$ cat src/sv/rtfd_pkg.sv
`default_nettype none

package rtfd_pkg;

    // Register map: index of each configuration register
    localparam logic [1:0] REG_BPP   = 2'd0;
    localparam logic [1:0] REG_LINE  = 2'd1;
    localparam logic [1:0] REG_FRAME = 2'd2;

    // Reset values of the configuration registers
    localparam logic [2:0]  RST_BPP   = 3'd3;
    localparam logic [12:0] RST_LINE  = 13'd640;
    localparam logic [24:0] RST_FRAME = 25'd921600;

    // End status codes of a finish word
    localparam logic [1:0] ST_EXHAUSTED = 2'd0;
    localparam logic [1:0] ST_EOB       = 2'd1;
    localparam logic [1:0] ST_BOUNDS    = 2'd2;

    // Result word kinds
    localparam logic KIND_SPAN   = 1'b0;
    localparam logic KIND_FINISH = 1'b1;

    // Parser phases
    typedef enum logic [2:0] {
        PH_OPCODE,
        PH_ESCAPE,
        PH_RUN,
        PH_DX,
        PH_DY,
        PH_LIT
    } t_phase;

    // Input word
    typedef struct packed {
        logic [7:0]  data_byte;
        logic        start_of_chunk;
        logic [24:0] chunk_length;
    } t_in;

    // Result word
    typedef struct packed {
        logic        kind;
        logic [23:0] write_offset;
        logic [7:0]  pixel_count;
        logic [31:0] pixel_value;
        logic [1:0]  end_status;
    } t_out;

    // Configuration as seen by the parser
    typedef struct packed {
        logic [2:0]  pix_bytes;
        logic [12:0] line_pixels;
        logic [24:0] frame_bytes;
    } t_cfg;

    // Results of one parsed byte: an optional span, then an optional finish
    typedef struct packed {
        logic       span_vld;
        t_out       span;
        logic       fin_vld;
        logic [1:0] fin_status;
    } t_push;

endpackage

`default_nettype wire

$ cat src/sv/rtfd_cfg.sv
`default_nettype none

module rtfd_cfg (
    input  wire logic               i_clk,
    input  wire logic               i_rst_n,
    input  wire logic               psel,
    input  wire logic               penable,
    input  wire logic               pwrite,
    input  wire logic [3:0]         paddr,
    input  wire logic [31:0]        pwdata,
    output logic [31:0]             prdata,
    output logic                    pready,
    output rtfd_pkg::t_cfg          o_cfg
);

    logic [2:0]  r_bpp;
    logic [12:0] r_line;
    logic [24:0] r_frame;
    logic [1:0]  reg_idx;
    logic        wr_en;

    assign pready  = 1'b1;
    assign reg_idx = paddr[3:2];
    assign wr_en   = psel & penable & pwrite;

    // Register writes
    always_ff @(posedge i_clk) begin
        if (!i_rst_n) begin
            r_bpp   <= rtfd_pkg::RST_BPP;
            r_line  <= rtfd_pkg::RST_LINE;
            r_frame <= rtfd_pkg::RST_FRAME;
        end else if (wr_en) begin
            unique case (reg_idx)
                rtfd_pkg::REG_BPP:   r_bpp   <= pwdata[2:0];
                rtfd_pkg::REG_LINE:  r_line  <= pwdata[12:0];
                rtfd_pkg::REG_FRAME: r_frame <= pwdata[24:0];
                default: ;
            endcase
        end
    end

    // Read mux
    always_comb begin
        unique case (reg_idx)
            rtfd_pkg::REG_BPP:   prdata = {29'd0, r_bpp};
            rtfd_pkg::REG_LINE:  prdata = {19'd0, r_line};
            rtfd_pkg::REG_FRAME: prdata = {7'd0, r_frame};
            default:             prdata = 32'd0;
        endcase
    end

    assign o_cfg.pix_bytes   = r_bpp;
    assign o_cfg.line_pixels = r_line;
    assign o_cfg.frame_bytes = r_frame;

endmodule

`default_nettype wire

$ cat src/sv/rtfd_parse.sv
`default_nettype none

module rtfd_parse #(
    parameter int unsigned MAX_LINE_PIXELS = 4096,
    parameter int unsigned MAX_FRAME_BYTES = 16777216
) (
    input  wire logic               i_clk,
    input  wire logic               i_rst_n,
    input  wire rtfd_pkg::t_cfg     i_cfg,
    input  wire logic               i_in_valid,
    output logic                    o_in_ready,
    input  wire rtfd_pkg::t_in      i_in_data,
    input  wire logic               i_room,
    output rtfd_pkg::t_push         o_push
);

    localparam logic [26:0] POS_MAX = {27{1'b1}};

    function automatic logic [26:0] sat27(input logic [28:0] v);
        sat27 = (v > 29'(POS_MAX)) ? POS_MAX : v[26:0];
    endfunction

    // Input register
    logic           r_in_vld;
    rtfd_pkg::t_in  r_in;
    logic           accept;
    logic           proc;

    // Parser state
    rtfd_pkg::t_phase r_phase, n_phase, c_phase;
    logic [24:0] r_rd, n_rd, c_rd;
    logic [24:0] r_len, n_len, c_len;
    logic [26:0] r_out, n_out, c_out;
    logic [26:0] r_nlp, n_nlp, c_nlp;
    logic [7:0]  r_cnt, n_cnt, c_cnt;
    logic [31:0] r_acc, n_acc, c_acc;
    logic [1:0]  r_pbi, n_pbi, c_pbi;
    logic [7:0]  r_dx, n_dx, c_dx;
    logic        r_halted, n_halted, c_halted;
    logic [1:0]  r_code, n_code, c_code;

    // Derived configuration
    logic        bpp4;
    logic [2:0]  bpp;
    logic [12:0] eff_line;
    logic [24:0] eff_frame;
    logic [14:0] line_bytes;

    // Per-byte arithmetic
    logic [7:0]  b;
    logic [9:0]  b_bpp;
    logic [9:0]  cnt_bpp;
    logic [9:0]  dx_bpp;
    logic [22:0] dy_prod;
    logic [24:0] after;
    logic        in_chunk;
    logic [31:0] acc_new;
    logic        pix_done;
    logic [27:0] out_plus_b;

    assign accept     = i_in_valid & o_in_ready;
    assign proc       = r_in_vld & i_room;
    assign o_in_ready = ~r_in_vld | i_room;

    assign bpp4 = (i_cfg.pix_bytes == 3'd4);
    assign bpp  = bpp4 ? 3'd4 : 3'd3;

    // Clamp line width and frame size to their build limits
    assign eff_line  = (32'(i_cfg.line_pixels) > MAX_LINE_PIXELS) ?
                       13'(MAX_LINE_PIXELS) : i_cfg.line_pixels;
    assign eff_frame = (32'(i_cfg.frame_bytes) > MAX_FRAME_BYTES) ?
                       25'(MAX_FRAME_BYTES) : i_cfg.frame_bytes;
    assign line_bytes = bpp4 ? {eff_line, 2'b00}
                             : ({1'b0, eff_line, 1'b0} + {2'b00, eff_line});

    // Scaling by 3 or 4 bytes per pixel is a shift and an add
    assign b       = r_in.data_byte;
    assign b_bpp   = bpp4 ? {b, 2'b00} : ({1'b0, b, 1'b0} + {2'b00, b});
    assign cnt_bpp = bpp4 ? {r_cnt, 2'b00} : ({1'b0, r_cnt, 1'b0} + {2'b00, r_cnt});
    assign dx_bpp  = bpp4 ? {r_dx, 2'b00} : ({1'b0, r_dx, 1'b0} + {2'b00, r_dx});
    assign dy_prod = 23'(b) * 23'(line_bytes);

    // Chunk start clears positions before the byte is parsed
    always_comb begin
        if (r_in.start_of_chunk) begin
            c_phase  = rtfd_pkg::PH_OPCODE;
            c_rd     = 25'd0;
            c_len    = r_in.chunk_length;
            c_out    = 27'd0;
            c_nlp    = 27'(line_bytes);
            c_cnt    = 8'd0;
            c_acc    = 32'd0;
            c_pbi    = 2'd0;
            c_dx     = 8'd0;
            c_halted = 1'b0;
            c_code   = rtfd_pkg::ST_EXHAUSTED;
        end else begin
            c_phase  = r_phase;
            c_rd     = r_rd;
            c_len    = r_len;
            c_out    = r_out;
            c_nlp    = r_nlp;
            c_cnt    = r_cnt;
            c_acc    = r_acc;
            c_pbi    = r_pbi;
            c_dx     = r_dx;
            c_halted = r_halted;
            c_code   = r_code;
        end
    end

    assign in_chunk   = (c_rd < c_len);
    assign after      = c_len - c_rd - 25'd1;
    assign acc_new    = c_acc | (32'(b) << {c_pbi, 3'b000});
    assign pix_done   = (({1'b0, c_pbi} + 3'd1) == bpp);
    assign out_plus_b = {1'b0, c_out} + 28'(b_bpp);

    // Byte parser: next state and pushed results
    always_comb begin
        n_phase  = r_phase;
        n_rd     = r_rd;
        n_len    = r_len;
        n_out    = r_out;
        n_nlp    = r_nlp;
        n_cnt    = r_cnt;
        n_acc    = r_acc;
        n_pbi    = r_pbi;
        n_dx     = r_dx;
        n_halted = r_halted;
        n_code   = r_code;
        o_push   = '0;

        if (proc) begin
            n_phase  = c_phase;
            n_rd     = c_rd;
            n_len    = c_len;
            n_out    = c_out;
            n_nlp    = c_nlp;
            n_cnt    = c_cnt;
            n_acc    = c_acc;
            n_pbi    = c_pbi;
            n_dx     = c_dx;
            n_halted = c_halted;
            n_code   = c_code;

            if (in_chunk) begin
                if (!c_halted) begin
                    unique case (c_phase)
                        rtfd_pkg::PH_OPCODE: begin
                            if (c_out >= 27'(eff_frame) || after == 25'd0) begin
                                n_halted = 1'b1;
                                n_code   = rtfd_pkg::ST_BOUNDS;
                            end else if (b == 8'd0) begin
                                n_phase = rtfd_pkg::PH_ESCAPE;
                            end else if (after < 25'(bpp) ||
                                         out_plus_b > 28'(eff_frame)) begin
                                n_halted = 1'b1;
                                n_code   = rtfd_pkg::ST_BOUNDS;
                            end else begin
                                n_cnt   = b;
                                n_acc   = 32'd0;
                                n_pbi   = 2'd0;
                                n_phase = rtfd_pkg::PH_RUN;
                            end
                        end
                        rtfd_pkg::PH_ESCAPE: begin
                            if (b == 8'd0) begin
                                // end of line
                                n_out   = c_nlp;
                                n_nlp   = sat27(29'(c_nlp) + 29'(line_bytes));
                                n_phase = rtfd_pkg::PH_OPCODE;
                            end else if (b == 8'd1) begin
                                n_halted = 1'b1;
                                n_code   = rtfd_pkg::ST_EOB;
                            end else if (b == 8'd2) begin
                                if (after < 25'd2) begin
                                    n_halted = 1'b1;
                                    n_code   = rtfd_pkg::ST_BOUNDS;
                                end else begin
                                    n_phase = rtfd_pkg::PH_DX;
                                end
                            end else if (after < 25'(b_bpp) ||
                                         out_plus_b > 28'(eff_frame)) begin
                                n_halted = 1'b1;
                                n_code   = rtfd_pkg::ST_BOUNDS;
                            end else begin
                                n_cnt   = b;
                                n_acc   = 32'd0;
                                n_pbi   = 2'd0;
                                n_phase = rtfd_pkg::PH_LIT;
                            end
                        end
                        rtfd_pkg::PH_RUN: begin
                            n_acc = acc_new;
                            n_pbi = c_pbi + 2'd1;
                            if (pix_done) begin
                                o_push.span_vld          = 1'b1;
                                o_push.span.kind         = rtfd_pkg::KIND_SPAN;
                                o_push.span.write_offset = c_out[23:0];
                                o_push.span.pixel_count  = c_cnt;
                                o_push.span.pixel_value  = acc_new;
                                o_push.span.end_status   = rtfd_pkg::ST_EXHAUSTED;
                                n_out   = sat27(29'(c_out) + 29'(cnt_bpp));
                                n_phase = rtfd_pkg::PH_OPCODE;
                            end
                        end
                        rtfd_pkg::PH_DX: begin
                            n_dx    = b;
                            n_phase = rtfd_pkg::PH_DY;
                        end
                        rtfd_pkg::PH_DY: begin
                            n_out   = sat27(29'(c_out) + 29'(dx_bpp) + 29'(dy_prod));
                            n_nlp   = sat27(29'(c_nlp) + 29'(dy_prod));
                            n_phase = rtfd_pkg::PH_OPCODE;
                        end
                        rtfd_pkg::PH_LIT: begin
                            n_acc = acc_new;
                            n_pbi = c_pbi + 2'd1;
                            if (pix_done) begin
                                o_push.span_vld          = 1'b1;
                                o_push.span.kind         = rtfd_pkg::KIND_SPAN;
                                o_push.span.write_offset = c_out[23:0];
                                o_push.span.pixel_count  = 8'd1;
                                o_push.span.pixel_value  = acc_new;
                                o_push.span.end_status   = rtfd_pkg::ST_EXHAUSTED;
                                n_out = sat27(29'(c_out) + 29'(bpp));
                                n_acc = 32'd0;
                                n_pbi = 2'd0;
                                n_cnt = c_cnt - 8'd1;
                                if (c_cnt == 8'd1) begin
                                    n_phase = rtfd_pkg::PH_OPCODE;
                                end
                            end
                        end
                        default: n_phase = rtfd_pkg::PH_OPCODE;
                    endcase
                end

                // Finish word on the chunk's last byte
                if (after == 25'd0) begin
                    o_push.fin_vld    = 1'b1;
                    o_push.fin_status = n_halted ? n_code : rtfd_pkg::ST_EXHAUSTED;
                end
                n_rd = c_rd + 25'd1;
            end
        end
    end

    // Input register
    always_ff @(posedge i_clk) begin
        if (!i_rst_n) begin
            r_in_vld <= 1'b0;
        end else if (accept) begin
            r_in_vld <= 1'b1;
        end else if (proc) begin
            r_in_vld <= 1'b0;
        end
    end

    always_ff @(posedge i_clk) begin
        if (accept) begin
            r_in <= i_in_data;
        end
    end

    // Parser state register
    always_ff @(posedge i_clk) begin
        if (!i_rst_n) begin
            r_phase  <= rtfd_pkg::PH_OPCODE;
            r_rd     <= 25'd0;
            r_len    <= 25'd0;
            r_out    <= 27'd0;
            r_nlp    <= 27'(line_bytes);
            r_cnt    <= 8'd0;
            r_acc    <= 32'd0;
            r_pbi    <= 2'd0;
            r_dx     <= 8'd0;
            r_halted <= 1'b0;
            r_code   <= rtfd_pkg::ST_EXHAUSTED;
        end else begin
            r_phase  <= n_phase;
            r_rd     <= n_rd;
            r_len    <= n_len;
            r_out    <= n_out;
            r_nlp    <= n_nlp;
            r_cnt    <= n_cnt;
            r_acc    <= n_acc;
            r_pbi    <= n_pbi;
            r_dx     <= n_dx;
            r_halted <= n_halted;
            r_code   <= n_code;
        end
    end

`ifndef ASSERT_OFF
    a_halt_code: assert property (@(posedge i_clk) disable iff (!i_rst_n)
        r_halted |-> (r_code == rtfd_pkg::ST_EOB || r_code == rtfd_pkg::ST_BOUNDS))
        else $error("halted with no stop reason");

    a_rd_bound: assert property (@(posedge i_clk) disable iff (!i_rst_n)
        r_rd <= r_len)
        else $error("read position ran past chunk length");

    a_halt_hold: assert property (@(posedge i_clk) disable iff (!i_rst_n)
        r_halted && !(proc && r_in.start_of_chunk) |=> r_halted && $stable(r_out))
        else $error("halted parser changed position");
`endif

endmodule

`default_nettype wire

$ cat src/sv/rtfd_outq.sv
`default_nettype none

module rtfd_outq (
    input  wire logic               i_clk,
    input  wire logic               i_rst_n,
    input  wire rtfd_pkg::t_push    i_push,
    output logic                    o_room,
    output logic                    o_out_valid,
    input  wire logic               i_out_ready,
    output rtfd_pkg::t_out          o_out_data
);

    rtfd_pkg::t_out r_slot [4];
    logic [1:0]     r_wr;
    logic [1:0]     r_rd;
    logic [2:0]     r_cnt;
    logic [2:0]     n_cnt;
    logic [1:0]     fin_idx;
    logic [1:0]     push_n;
    logic           pop;
    rtfd_pkg::t_out fin_word;

    assign o_room      = (r_cnt <= 3'd2);
    assign o_out_valid = (r_cnt != 3'd0);
    assign o_out_data  = r_slot[r_rd];
    assign pop         = o_out_valid & i_out_ready;
    assign push_n      = {1'b0, i_push.span_vld} + {1'b0, i_push.fin_vld};
    assign fin_idx     = r_wr + {1'b0, i_push.span_vld};
    assign n_cnt       = r_cnt + {1'b0, push_n} - {2'b00, pop};

    // Finish word carries only its status
    always_comb begin
        fin_word            = '0;
        fin_word.kind       = rtfd_pkg::KIND_FINISH;
        fin_word.end_status = i_push.fin_status;
    end

    // Slot writes: span first, finish after it
    always_ff @(posedge i_clk) begin
        if (i_push.span_vld) begin
            r_slot[r_wr] <= i_push.span;
        end
        if (i_push.fin_vld) begin
            r_slot[fin_idx] <= fin_word;
        end
    end

    // Pointers and fill count
    always_ff @(posedge i_clk) begin
        if (!i_rst_n) begin
            r_wr  <= 2'd0;
            r_rd  <= 2'd0;
            r_cnt <= 3'd0;
        end else begin
            r_wr  <= r_wr + push_n;
            r_rd  <= r_rd + {1'b0, pop};
            r_cnt <= n_cnt;
        end
    end

`ifndef ASSERT_OFF
    a_no_overflow: assert property (@(posedge i_clk) disable iff (!i_rst_n)
        (i_push.span_vld || i_push.fin_vld) |-> r_cnt <= 3'd2)
        else $error("result queue pushed without room");

    a_cnt_track: assert property (@(posedge i_clk) disable iff (!i_rst_n)
        r_cnt <= 3'd4 && r_wr == r_rd + r_cnt[1:0])
        else $error("result queue count and pointers disagree");
`endif

endmodule

`default_nettype wire

$ cat src/sv/rle_truecolor_frame_decoder.sv
`default_nettype none
// Run-length coded 24/32-bit frame decoder.
// Input channel (i_in_valid/o_in_ready/i_in_data) takes one coded byte per word;
// start_of_chunk marks a chunk's first byte and carries its length.
// Output channel (o_out_valid/i_out_ready/o_out_data) gives fill spans
// (offset, count, pixel) and, on a chunk's last byte, a finish word with status.
// Configuration (bytes per pixel, line width, frame size) is written over the
// APB port at byte addresses 0, 4 and 8; the user must write it only while the
// decoder is idle, as the block itself does not enforce this.
// A word accepted into the input register is parsed from there when the result
// queue has room; its results go to the result queue and are offered from there.
// Throughput: one byte per cycle while the result queue has room. A byte
// gives at most two results; the four-entry result queue drains one per cycle
// and the input register holds while more than two results are queued, so a
// stalled receiver backs up into o_in_ready within a couple of words.
// Reset (i_rst_n low, synchronous) loads the default configuration, empties the
// queue and the input register, and ignores bytes until the first chunk start.
module rle_truecolor_frame_decoder #(
    parameter int unsigned MAX_LINE_PIXELS = 4096,
    parameter int unsigned MAX_FRAME_BYTES = 16777216
) (
    input  wire logic               i_clk,
    input  wire logic               i_rst_n,
    input  wire logic               i_in_valid,
    output logic                    o_in_ready,
    input  wire rtfd_pkg::t_in      i_in_data,
    output logic                    o_out_valid,
    input  wire logic               i_out_ready,
    output rtfd_pkg::t_out          o_out_data,
    input  wire logic               psel,
    input  wire logic               penable,
    input  wire logic               pwrite,
    input  wire logic [3:0]         paddr,
    input  wire logic [31:0]        pwdata,
    output logic [31:0]             prdata,
    output logic                    pready
);

    rtfd_pkg::t_cfg  cfg;
    rtfd_pkg::t_push push;
    logic            room;

    rtfd_cfg u_cfg (
        .i_clk   (i_clk),
        .i_rst_n (i_rst_n),
        .psel    (psel),
        .penable (penable),
        .pwrite  (pwrite),
        .paddr   (paddr),
        .pwdata  (pwdata),
        .prdata  (prdata),
        .pready  (pready),
        .o_cfg   (cfg)
    );

    rtfd_parse #(
        .MAX_LINE_PIXELS (MAX_LINE_PIXELS),
        .MAX_FRAME_BYTES (MAX_FRAME_BYTES)
    ) u_parse (
        .i_clk      (i_clk),
        .i_rst_n    (i_rst_n),
        .i_cfg      (cfg),
        .i_in_valid (i_in_valid),
        .o_in_ready (o_in_ready),
        .i_in_data  (i_in_data),
        .i_room     (room),
        .o_push     (push)
    );

    rtfd_outq u_outq (
        .i_clk       (i_clk),
        .i_rst_n     (i_rst_n),
        .i_push      (push),
        .o_room      (room),
        .o_out_valid (o_out_valid),
        .i_out_ready (i_out_ready),
        .o_out_data  (o_out_data)
    );

endmodule

`default_nettype wire

$ cat config.mk
export PLATFORM = sky130hd
export DESIGN_NAME = rle_truecolor_frame_decoder
export DESIGN_NICKNAME = d
export VERILOG_FILES = /design/src/sv/rtfd_pkg.sv /design/src/sv/rtfd_cfg.sv /design/src/sv/rtfd_parse.sv /design/src/sv/rtfd_outq.sv /design/src/sv/rle_truecolor_frame_decoder.sv
export SDC_FILE = /design/constraint.sdc
export NUM_CORES = 2
export LEC_CHECK = 0
export BUFFER_PORTS_ARGS = -buffer_cell sky130_fd_sc_hd__buf_2
export CORE_UTILIZATION = 55
export DETAILED_ROUTE_END_ITERATION = 7
export GPL_TIMING_DRIVEN = 0
export MAX_ROUTING_LAYER = met4
export PLACE_DENSITY_LB_ADDON = 0.2
export SETUP_SLACK_MARGIN = 0.4
export SYNTH_ARGS = -nofsm -noshare
export SYNTH_HDL_FRONTEND = slang
export SYNTH_SLANG_ARGS = --single-unit
$ cat constraint.sdc
create_clock -name i_clk -period 10.8 [get_ports i_clk]
set_input_delay 2.16 -clock i_clk [delete_from_list [all_inputs] [get_ports i_clk]]
set_output_delay 2.16 -clock i_clk [all_outputs]
set_load 0.01 [all_outputs]
# Yosys cells after proc, flatten, opt, wreduce, memory -nomap -nowiden
# Memory sizes are Yosys's and may differ from the RTL's. A register that Yosys moved wholly into a read port is not among the register bits.
# Cells that the tools add are included.
# totals
mem_count	1
ram_bits	268
word_cells	221
regBits	243
output_inout_bits	102
# op_classes
n_reduce_logical	12
bitwise_logic	8
n_eq_ne	13
shifts	1
n_mux	126
n_mul	1
magnitude_cmp	14
add_sub_neg	23
# memory_table
memory	words	width	rd	rd_ports_with_merged_regs	wr	line	text
u_outq.r_slot	4	67	1	1	2	rtfd_outq.sv:13	rtfd_pkg::t_out r_slot [4];
# ops
cell	n
2-to-1 mux 27 bit	15
2-to-1 mux 32 bit	11
2-to-1 mux 68 bit	3
greater-than comparator 29 x 27 -> 1 bit (second input constant)	5
2-to-1 mux 71 bit	2
one-hot mux 68 bit (2 select lines)	1
one-hot mux 32 bit (4 select lines)	1
2-to-1 mux 8 bit	15
one-hot mux 27 bit (4 select lines)	1
2-to-1 mux 25 bit	4
adder 27 x 10 -> 28 bit	3
one-hot mux 25 bit (3 select lines)	1
one-hot mux 27 bit (2 select lines)	1
2-to-1 mux 2 bit	24
2-to-1 mux 3 bit	16
2-to-1 mux 15 bit	3
OR 32 bit	1
left shift 8 x 5 -> 32 bit	1
adder 9 x 8 -> 10 bit	3
2-to-1 mux 10 bit	3
adder 29 x 23 -> 29 bit	1
adder 27 x 15 -> 28 bit	1
adder 27 x 23 -> 28 bit	1
adder 27 x 3 -> 28 bit	1
other kinds (49)	80

# Depth between registers and ports, before layout
# logic_depth
word_depth	20
depth_mapped	45
mapped_depth_nobuf	42

# Hierarchy
# A second synthesis with hierarchy kept.
# unflattened
hier_cells	5035
hier_area_um2	39581.7
# modules_own_cells
module	area_each_um2	cells_per_inst	instances
rtfd_parse	26202.6	3524	1
rtfd_outq	11428.5	1292	1
rtfd_cfg	1950.6	219	1

# Least setup slack after synthesis
# Ideal clock, no wire load.
# synth_timing
kind	flip-flop to flip-flop
startpoint	register u_cfg.r_line[12]
endpoint	register u_parse.r_nlp[4], data pin
setup_slack_ns	1.082
path_stages_with_launch	44
t_arrival_ns	9.454
t_required_ns	10.536
setup_time_ns	0.264
cell_sequence	dfxtp_1 -> buf_1 -> inv_1 -> nand2_1 -> clkbuf_1 -> inv_1 -> ha_1 -> ha_1 -> a21oi_1 -> nor2_1 -> a31oi_1 -> a2111oi_2 -> o21a_1 -> nor2_1 -> nor2b_1 -> nor2_1 -> xnor2_1 -> mux2i_1 -> [8 not listed] -> nand3_1 -> or4b_1 -> clkbuf_1 -> and2_4 -> xnor2_1 -> ha_1 -> a21o_1 -> a21oi_1 -> o21a_1 -> o31ai_1 -> a221o_1 -> a221oi_2 -> o311ai_2 -> and3_1 -> buf_6 -> or3_1 -> o211ai_1 -> o21ai_1
# synth_via
elab_chain_cells	14
elab_cells_between_ends	18
classes_between	add/sub (3); mul (1); order compare (3); mux (11)
# synth_rtl
element	line	text
from (decl)	rtfd_cfg.sv:17	logic [12:0] r_line;
from (signal assigned)	rtfd_cfg.sv:30	r_line <= rtfd_pkg::RST_LINE;
from (signal assigned)	rtfd_cfg.sv:35	rtfd_pkg::REG_LINE: r_line <= pwdata[12:0];
greater-than comparator 13 bit	rtfd_parse.sv:69	assign eff_line = (32'(i_cfg.line_pixels) > MAX_LINE_PIXELS) ?
2-to-1 mux 13 bit *	rtfd_parse.sv:69	
adder 14 x 13 -> 15 bit	rtfd_parse.sv:74	: ({1'b0, eff_line, 1'b0} + {2'b00, eff_line});
2-to-1 mux 15 bit *	rtfd_parse.sv:73	assign line_bytes = bpp4 ? {eff_line, 2'b00}
parallel branches: the longest is 9 deep, another holds greater-than comparator 29 x 27 -> 1 bit	n/a	
2-to-1 mux 15 bit *	rtfd_parse.sv:268	if (!i_rst_n) begin
to (signal assigned)	rtfd_parse.sv:273	r_nlp <= 27'(line_bytes);
to (signal assigned)	rtfd_parse.sv:285	r_nlp <= n_nlp;
to (decl)	rtfd_parse.sv:34	logic [26:0] r_nlp, n_nlp, c_nlp;
# Mark *: on every way between the ends. The select of a mux whose other input is x is not followed.
# A chain may end at the register's enable or synchronous reset.

# Final worst setup path
# layout_timing
startpoint	register u_parse.r_in[25] in the netlist's numbering
endpoint	register u_outq.r_cnt[2]
# layout_via
elab_cells_between_ends	23
classes_between	add/sub (6); order compare (1); eq/ne (3); mux (12); reduce/logical (1)
# layout_lines
element	line	text
from (decl)	rtfd_parse.sv:25	rtfd_pkg::t_in r_in;
from (signal assigned)	rtfd_parse.sv:262	r_in <= i_in_data;
2-to-1 mux 25 bit *	rtfd_parse.sv:85	if (r_in.start_of_chunk) begin
named net u_parse.c_len[0]	rtfd_parse.sv:32	logic [24:0] r_len, n_len, c_len;
subtractor 25 bit	rtfd_parse.sv:113	assign after = c_len - c_rd - 25'd1;
subtractor 25 x 1 -> 25 bit	rtfd_parse.sv:113	
zero test 25 bit	rtfd_parse.sv:240	if (after == 25'd0) begin
2-to-1 mux 3 bit	rtfd_parse.sv:240	
2-to-1 mux 71 bit *	rtfd_parse.sv:146	if (in_chunk) begin
2-to-1 mux 71 bit *	rtfd_parse.sv:133	if (proc) begin
adder 1 x 1 -> 2 bit *	rtfd_outq.sv:27	assign push_n = {1'b0, i_push.span_vld} + {1'b0, i_push.fin_vld};
adder 3 x 2 -> 3 bit *	rtfd_outq.sv:29	assign n_cnt = r_cnt + {1'b0, push_n} - {2'b00, pop};
subtractor 3 x 1 -> 3 bit *	rtfd_outq.sv:29	
to (signal assigned)	rtfd_outq.sv:57	r_cnt <= n_cnt;
to (decl)	rtfd_outq.sv:16	logic [2:0] r_cnt;
# Mark *: on every way through the listed nets, which the timed path passes. The rest lies on a longest branch.

==> impl_metrics.env <==
export IMPL_die_area_um2=73900
export IMPL_hold_depth=2
export IMPL_leakagePower_nw=19.6
export IMPL_synth_ff_type="dfxtp_1"
export IMPL_die_x_um=272
export IMPL_gp_congestion=1.11
export IMPL_yosys_area_top_type="dfxtp_1"
export IMPL_start_util_pct=55.8
export IMPL_cap_violations=3
export IMPL_syn_area_per_cell_um2=7.84
export IMPL_synth_top_family_by_area="compound AO/OA/AOI/OAI gates"
export IMPL_vias=42100
export IMPL_clock_latency_ns=0.66
export IMPL_layout_nets=5827
export IMPL_synth_xor_area_share_pct=4.51
export IMPL_multi_input_area_um2=27400
export IMPL_seqPwrFrac_pct=28.1
export IMPL_fill_cells=6336
export IMPL_track_usage_pct=46.8
export IMPL_synth_seq_cells=511
export IMPL_crit_family="buffers and inverters"
export IMPL_synth_cells_most_frequent="nor2_1, a21oi_1, nand2_1, dfxtp_1, ha_1"
export IMPL_timing_final_crit_share_pct=96.0
export IMPL_internal_power_mw=4.29
export IMPL_fmax_mhz=96.4
export IMPL_skew_ns=0.0253
export IMPL_critPathKind="flip-flop to flip-flop"
export IMPL_core_um2=71700
export IMPL_slowest_stage="buf_1"
export IMPL_grt_pass1_vias=39200
export IMPL_holdPathEnd="u_parse.r_code[1]"
export IMPL_synth_compound_area_share_pct=22.1
export IMPL_max_slew_margin_pct=-5.19
export IMPL_pwr_share_clk_pct=28.1
export IMPL_place_detailed_hpwl_mm=132
export IMPL_critPathMaxFanout=10
export IMPL_cts_made_buffers=58
export IMPL_slew_violations=19
export IMPL_cts_num_sinks=511
export IMPL_syn_inst=5106
export IMPL_hold_ws_ns=0.451
export IMPL_synthAdderAreaFrac_pct=13.7
export IMPL_final_area_um2=44700
export IMPL_grt_max_degree=27
export IMPL_r2r_start="u_parse.r_in[25]"
export IMPL_h_tree_depth=2
export IMPL_synth_cell_types=109
export IMPL_drtAntennaViolNets=0
export IMPL_peakVddDrop_v=0.000192
export IMPL_synth_edf_count=57
export IMPL_critPathBufInv=8
export IMPL_wl_mm=173
export IMPL_vias_per_cell=6.61
export IMPL_first_iter_violations=5910
export IMPL_finalSetupViolations=0
export IMPL_async_flop_share_pct=0
export IMPL_port_buffers=159
export IMPL_violations="design-rule violations, max-capacitance violations, max-slew violations"
export IMPL_row_count=98
export IMPL_regToRegEndpoint="u_outq.r_cnt[2]"
export IMPL_rsz0062_at_grt="false"
export IMPL_dp_slack_ns=-1.36
export IMPL_wl_per_cell_um=27.2
export IMPL_p_total_mw=7.22
export IMPL_power_frac_comb_pct=43.8
export IMPL_hold_viol=0
export IMPL_finalCoreUtilization_pct=62.4
export IMPL_hp_start="u_parse.r_code[1]"
export IMPL_area_growth_pct=11.7
export IMPL_required_ns=11.30
export IMPL_outcome="finished with violations"
export IMPL_synth_most_common_cell="nor2_1"
export IMPL_die_y_um=272
export IMPL_tns_ns=0
export IMPL_netlist_area_um2=40000
export IMPL_yosys_area_top_type_share_pct=22.7
export IMPL_placed_cell_area_um2=42100
export IMPL_path_clk_slew_ns=0.06
export IMPL_layout_drive_gt1_share_pct=10.1
export IMPL_ff2ff_setup_slack_ns=0.43
export IMPL_clk_path_buf_depth=3
export IMPL_grt_overflow=0
export IMPL_setup_slack_ns=0.430
export IMPL_place_inst=6227
export IMPL_start_kind="flip-flop"
export IMPL_cp_data_arrival_time_ns=10.87
export IMPL_drtPass1Iterations=8
export IMPL_synth_area_leaders="dfxtp_1, ha_1, nor2_1"
export IMPL_worst_pin_slew_ns=1.56
export IMPL_hp_class="flip-flop to flip-flop"
export IMPL_p_switching_mw=2.93
export IMPL_synth_mux_area_share_pct=5.89
export IMPL_fin_crit_ns=10.37
export IMPL_grt_pass1_wl_mm=251
export IMPL_reg2regPathDepth=26
export IMPL_yosysSeqAreaShare_pct=27.0
export IMPL_p_sw_share_pct=40.6
export IMPL_cpPeakStageDelay_ns=0.92
export IMPL_powerDensity_nw_per_um2=161
export IMPL_antenna_found_initial=6
export IMPL_cts_tree="built"
export IMPL_io_pins=179
export IMPL_clockRootBuffer="clkbuf_16"
export IMPL_drcViolationCount=1
export IMPL_worst_setup_path_end_kind="flip-flop"
export IMPL_synth_simple_area_share_pct=21.4
export IMPL_regArea_um2=10800
export IMPL_yosys_warnings=0
export IMPL_finalNonFillerCells=6368
## cells in the final DEF (no fill, tap or decap), drive strengths merged, types with 66 or more instances in the layout
master,instances
mux4,67
xnor2,141
and2,86
ha,293
fa,90
clkbuf,307
nand2,506
o21ai,242
nor2,846
inv,237
dfxtp,454
nand3,87
nor3,87
buf,282
a21o,105
a21oi,560
mux2i,78
nor2b,66
## area by class of cell
| cell class | count | area share, % |
|---|---|---|
| Timing Repair Buffer | 195 | 2.44 |
| Multi-Input combinational cell | 4050 | 61.4 |
| Sequential cell | 511 | 24.1 |
| Buffer | 308 | 3.02 |
| Clock buffer | 87 | 3.83 |
| Tap cell | 950 | 2.66 |
| Antenna cell | 6 | 0.0336 |
| Inverter | 243 | 2.06 |
| Clock inverter | 18 | 0.453 |
## kinds of logic (layout without fill, tap and decap cells)
logic type / count (synthesis) / in the layout
buf+inv: 551 / 851
xor+xnor: 202 / 202
flops: 511 / 511
other cells: 2 / 14
compound gates: 1395 / 1395
mux: 151 / 151
fa+ha+maj: 383 / 383
simple gates: 1911 / 1911
## registers in the layout (all words and copies together), names as in the netlist, 3 cells and up
name and count:
u_parse.r_cnt 8, u_parse.r_dx 8, u_parse.r_out 27, u_cfg.r_line 13, u_parse.r_phase 3, u_parse.r_len 25, u_cfg.r_frame 25, u_outq.r_cnt 3
u_parse.b 8, u_parse.r_acc 32, u_outq.r_slot 268, u_cfg.r_bpp 3, u_parse.r_nlp 27, u_parse.r_in 26, u_parse.r_rd 25
## worst max-delay path by stage
stage / start / to / slack [ns] / depth (start not counted)
6_report: u_parse.r_in[25] / u_outq.r_cnt[2] / 0.43 / 26
5_1_grt: u_cfg.r_line[1] / u_parse.r_nlp[3] / 0.29 / 43
4_1_cts: u_cfg.r_line[1] / u_parse.r_nlp[3] / 0.39 / 42
3_5_place_dp: u_cfg.r_line[12] / u_parse.r_nlp[3] / -1.36 / 42
3_3_place_gp: u_cfg.r_line[12] / u_parse.r_out[22] / -2.14 / 38
2_1_floorplan: u_cfg.r_line[12] / u_parse.r_nlp[4] / 1.08 / 43
## worst reg2reg max path, delay by kind of cell (launching register included)
family                     cells  cell delay, ns
buffers and inverters          8            4.59
adders and majority gates      5            1.57
and+or+nand+nor                5            1.52
AOI/OAI and AO/OA              4            1.27
xor gates and xnor gates       3            0.56
muxes                          1            0.37
DFF                            1            0.33
## layer usage
layer  global-route usage [%]  wire [um]  vias to the layer above
met5                        -          0                        -
met4                     24.8      10900                        0
met3                     11.4      21100                      564
met2                     67.2      72200                     2774
met1                     60.6      69000                    20200
li1                         -          -                    18500
## power by group through the flow
stage,clock network [mW],logic (mW),registers [mW]
after detailed placement,0,2.76,2.07
after CTS,2.01,2.88,2.03
after global placement,0,2.73,2.07
after global routing,2.09,3.35,2.04
final,2.03,3.16,2.03
after floorplan,0,1.93,2.05
## what timing repair did
action                     in CTS  in global routing
setup endpoints to repair     106                 65
gates resized for setup        48                 63
setup buffers                   8                 21
pin swaps                       8                 31
hold buffers                    0                  0
(Power assumes the default switching activity.)
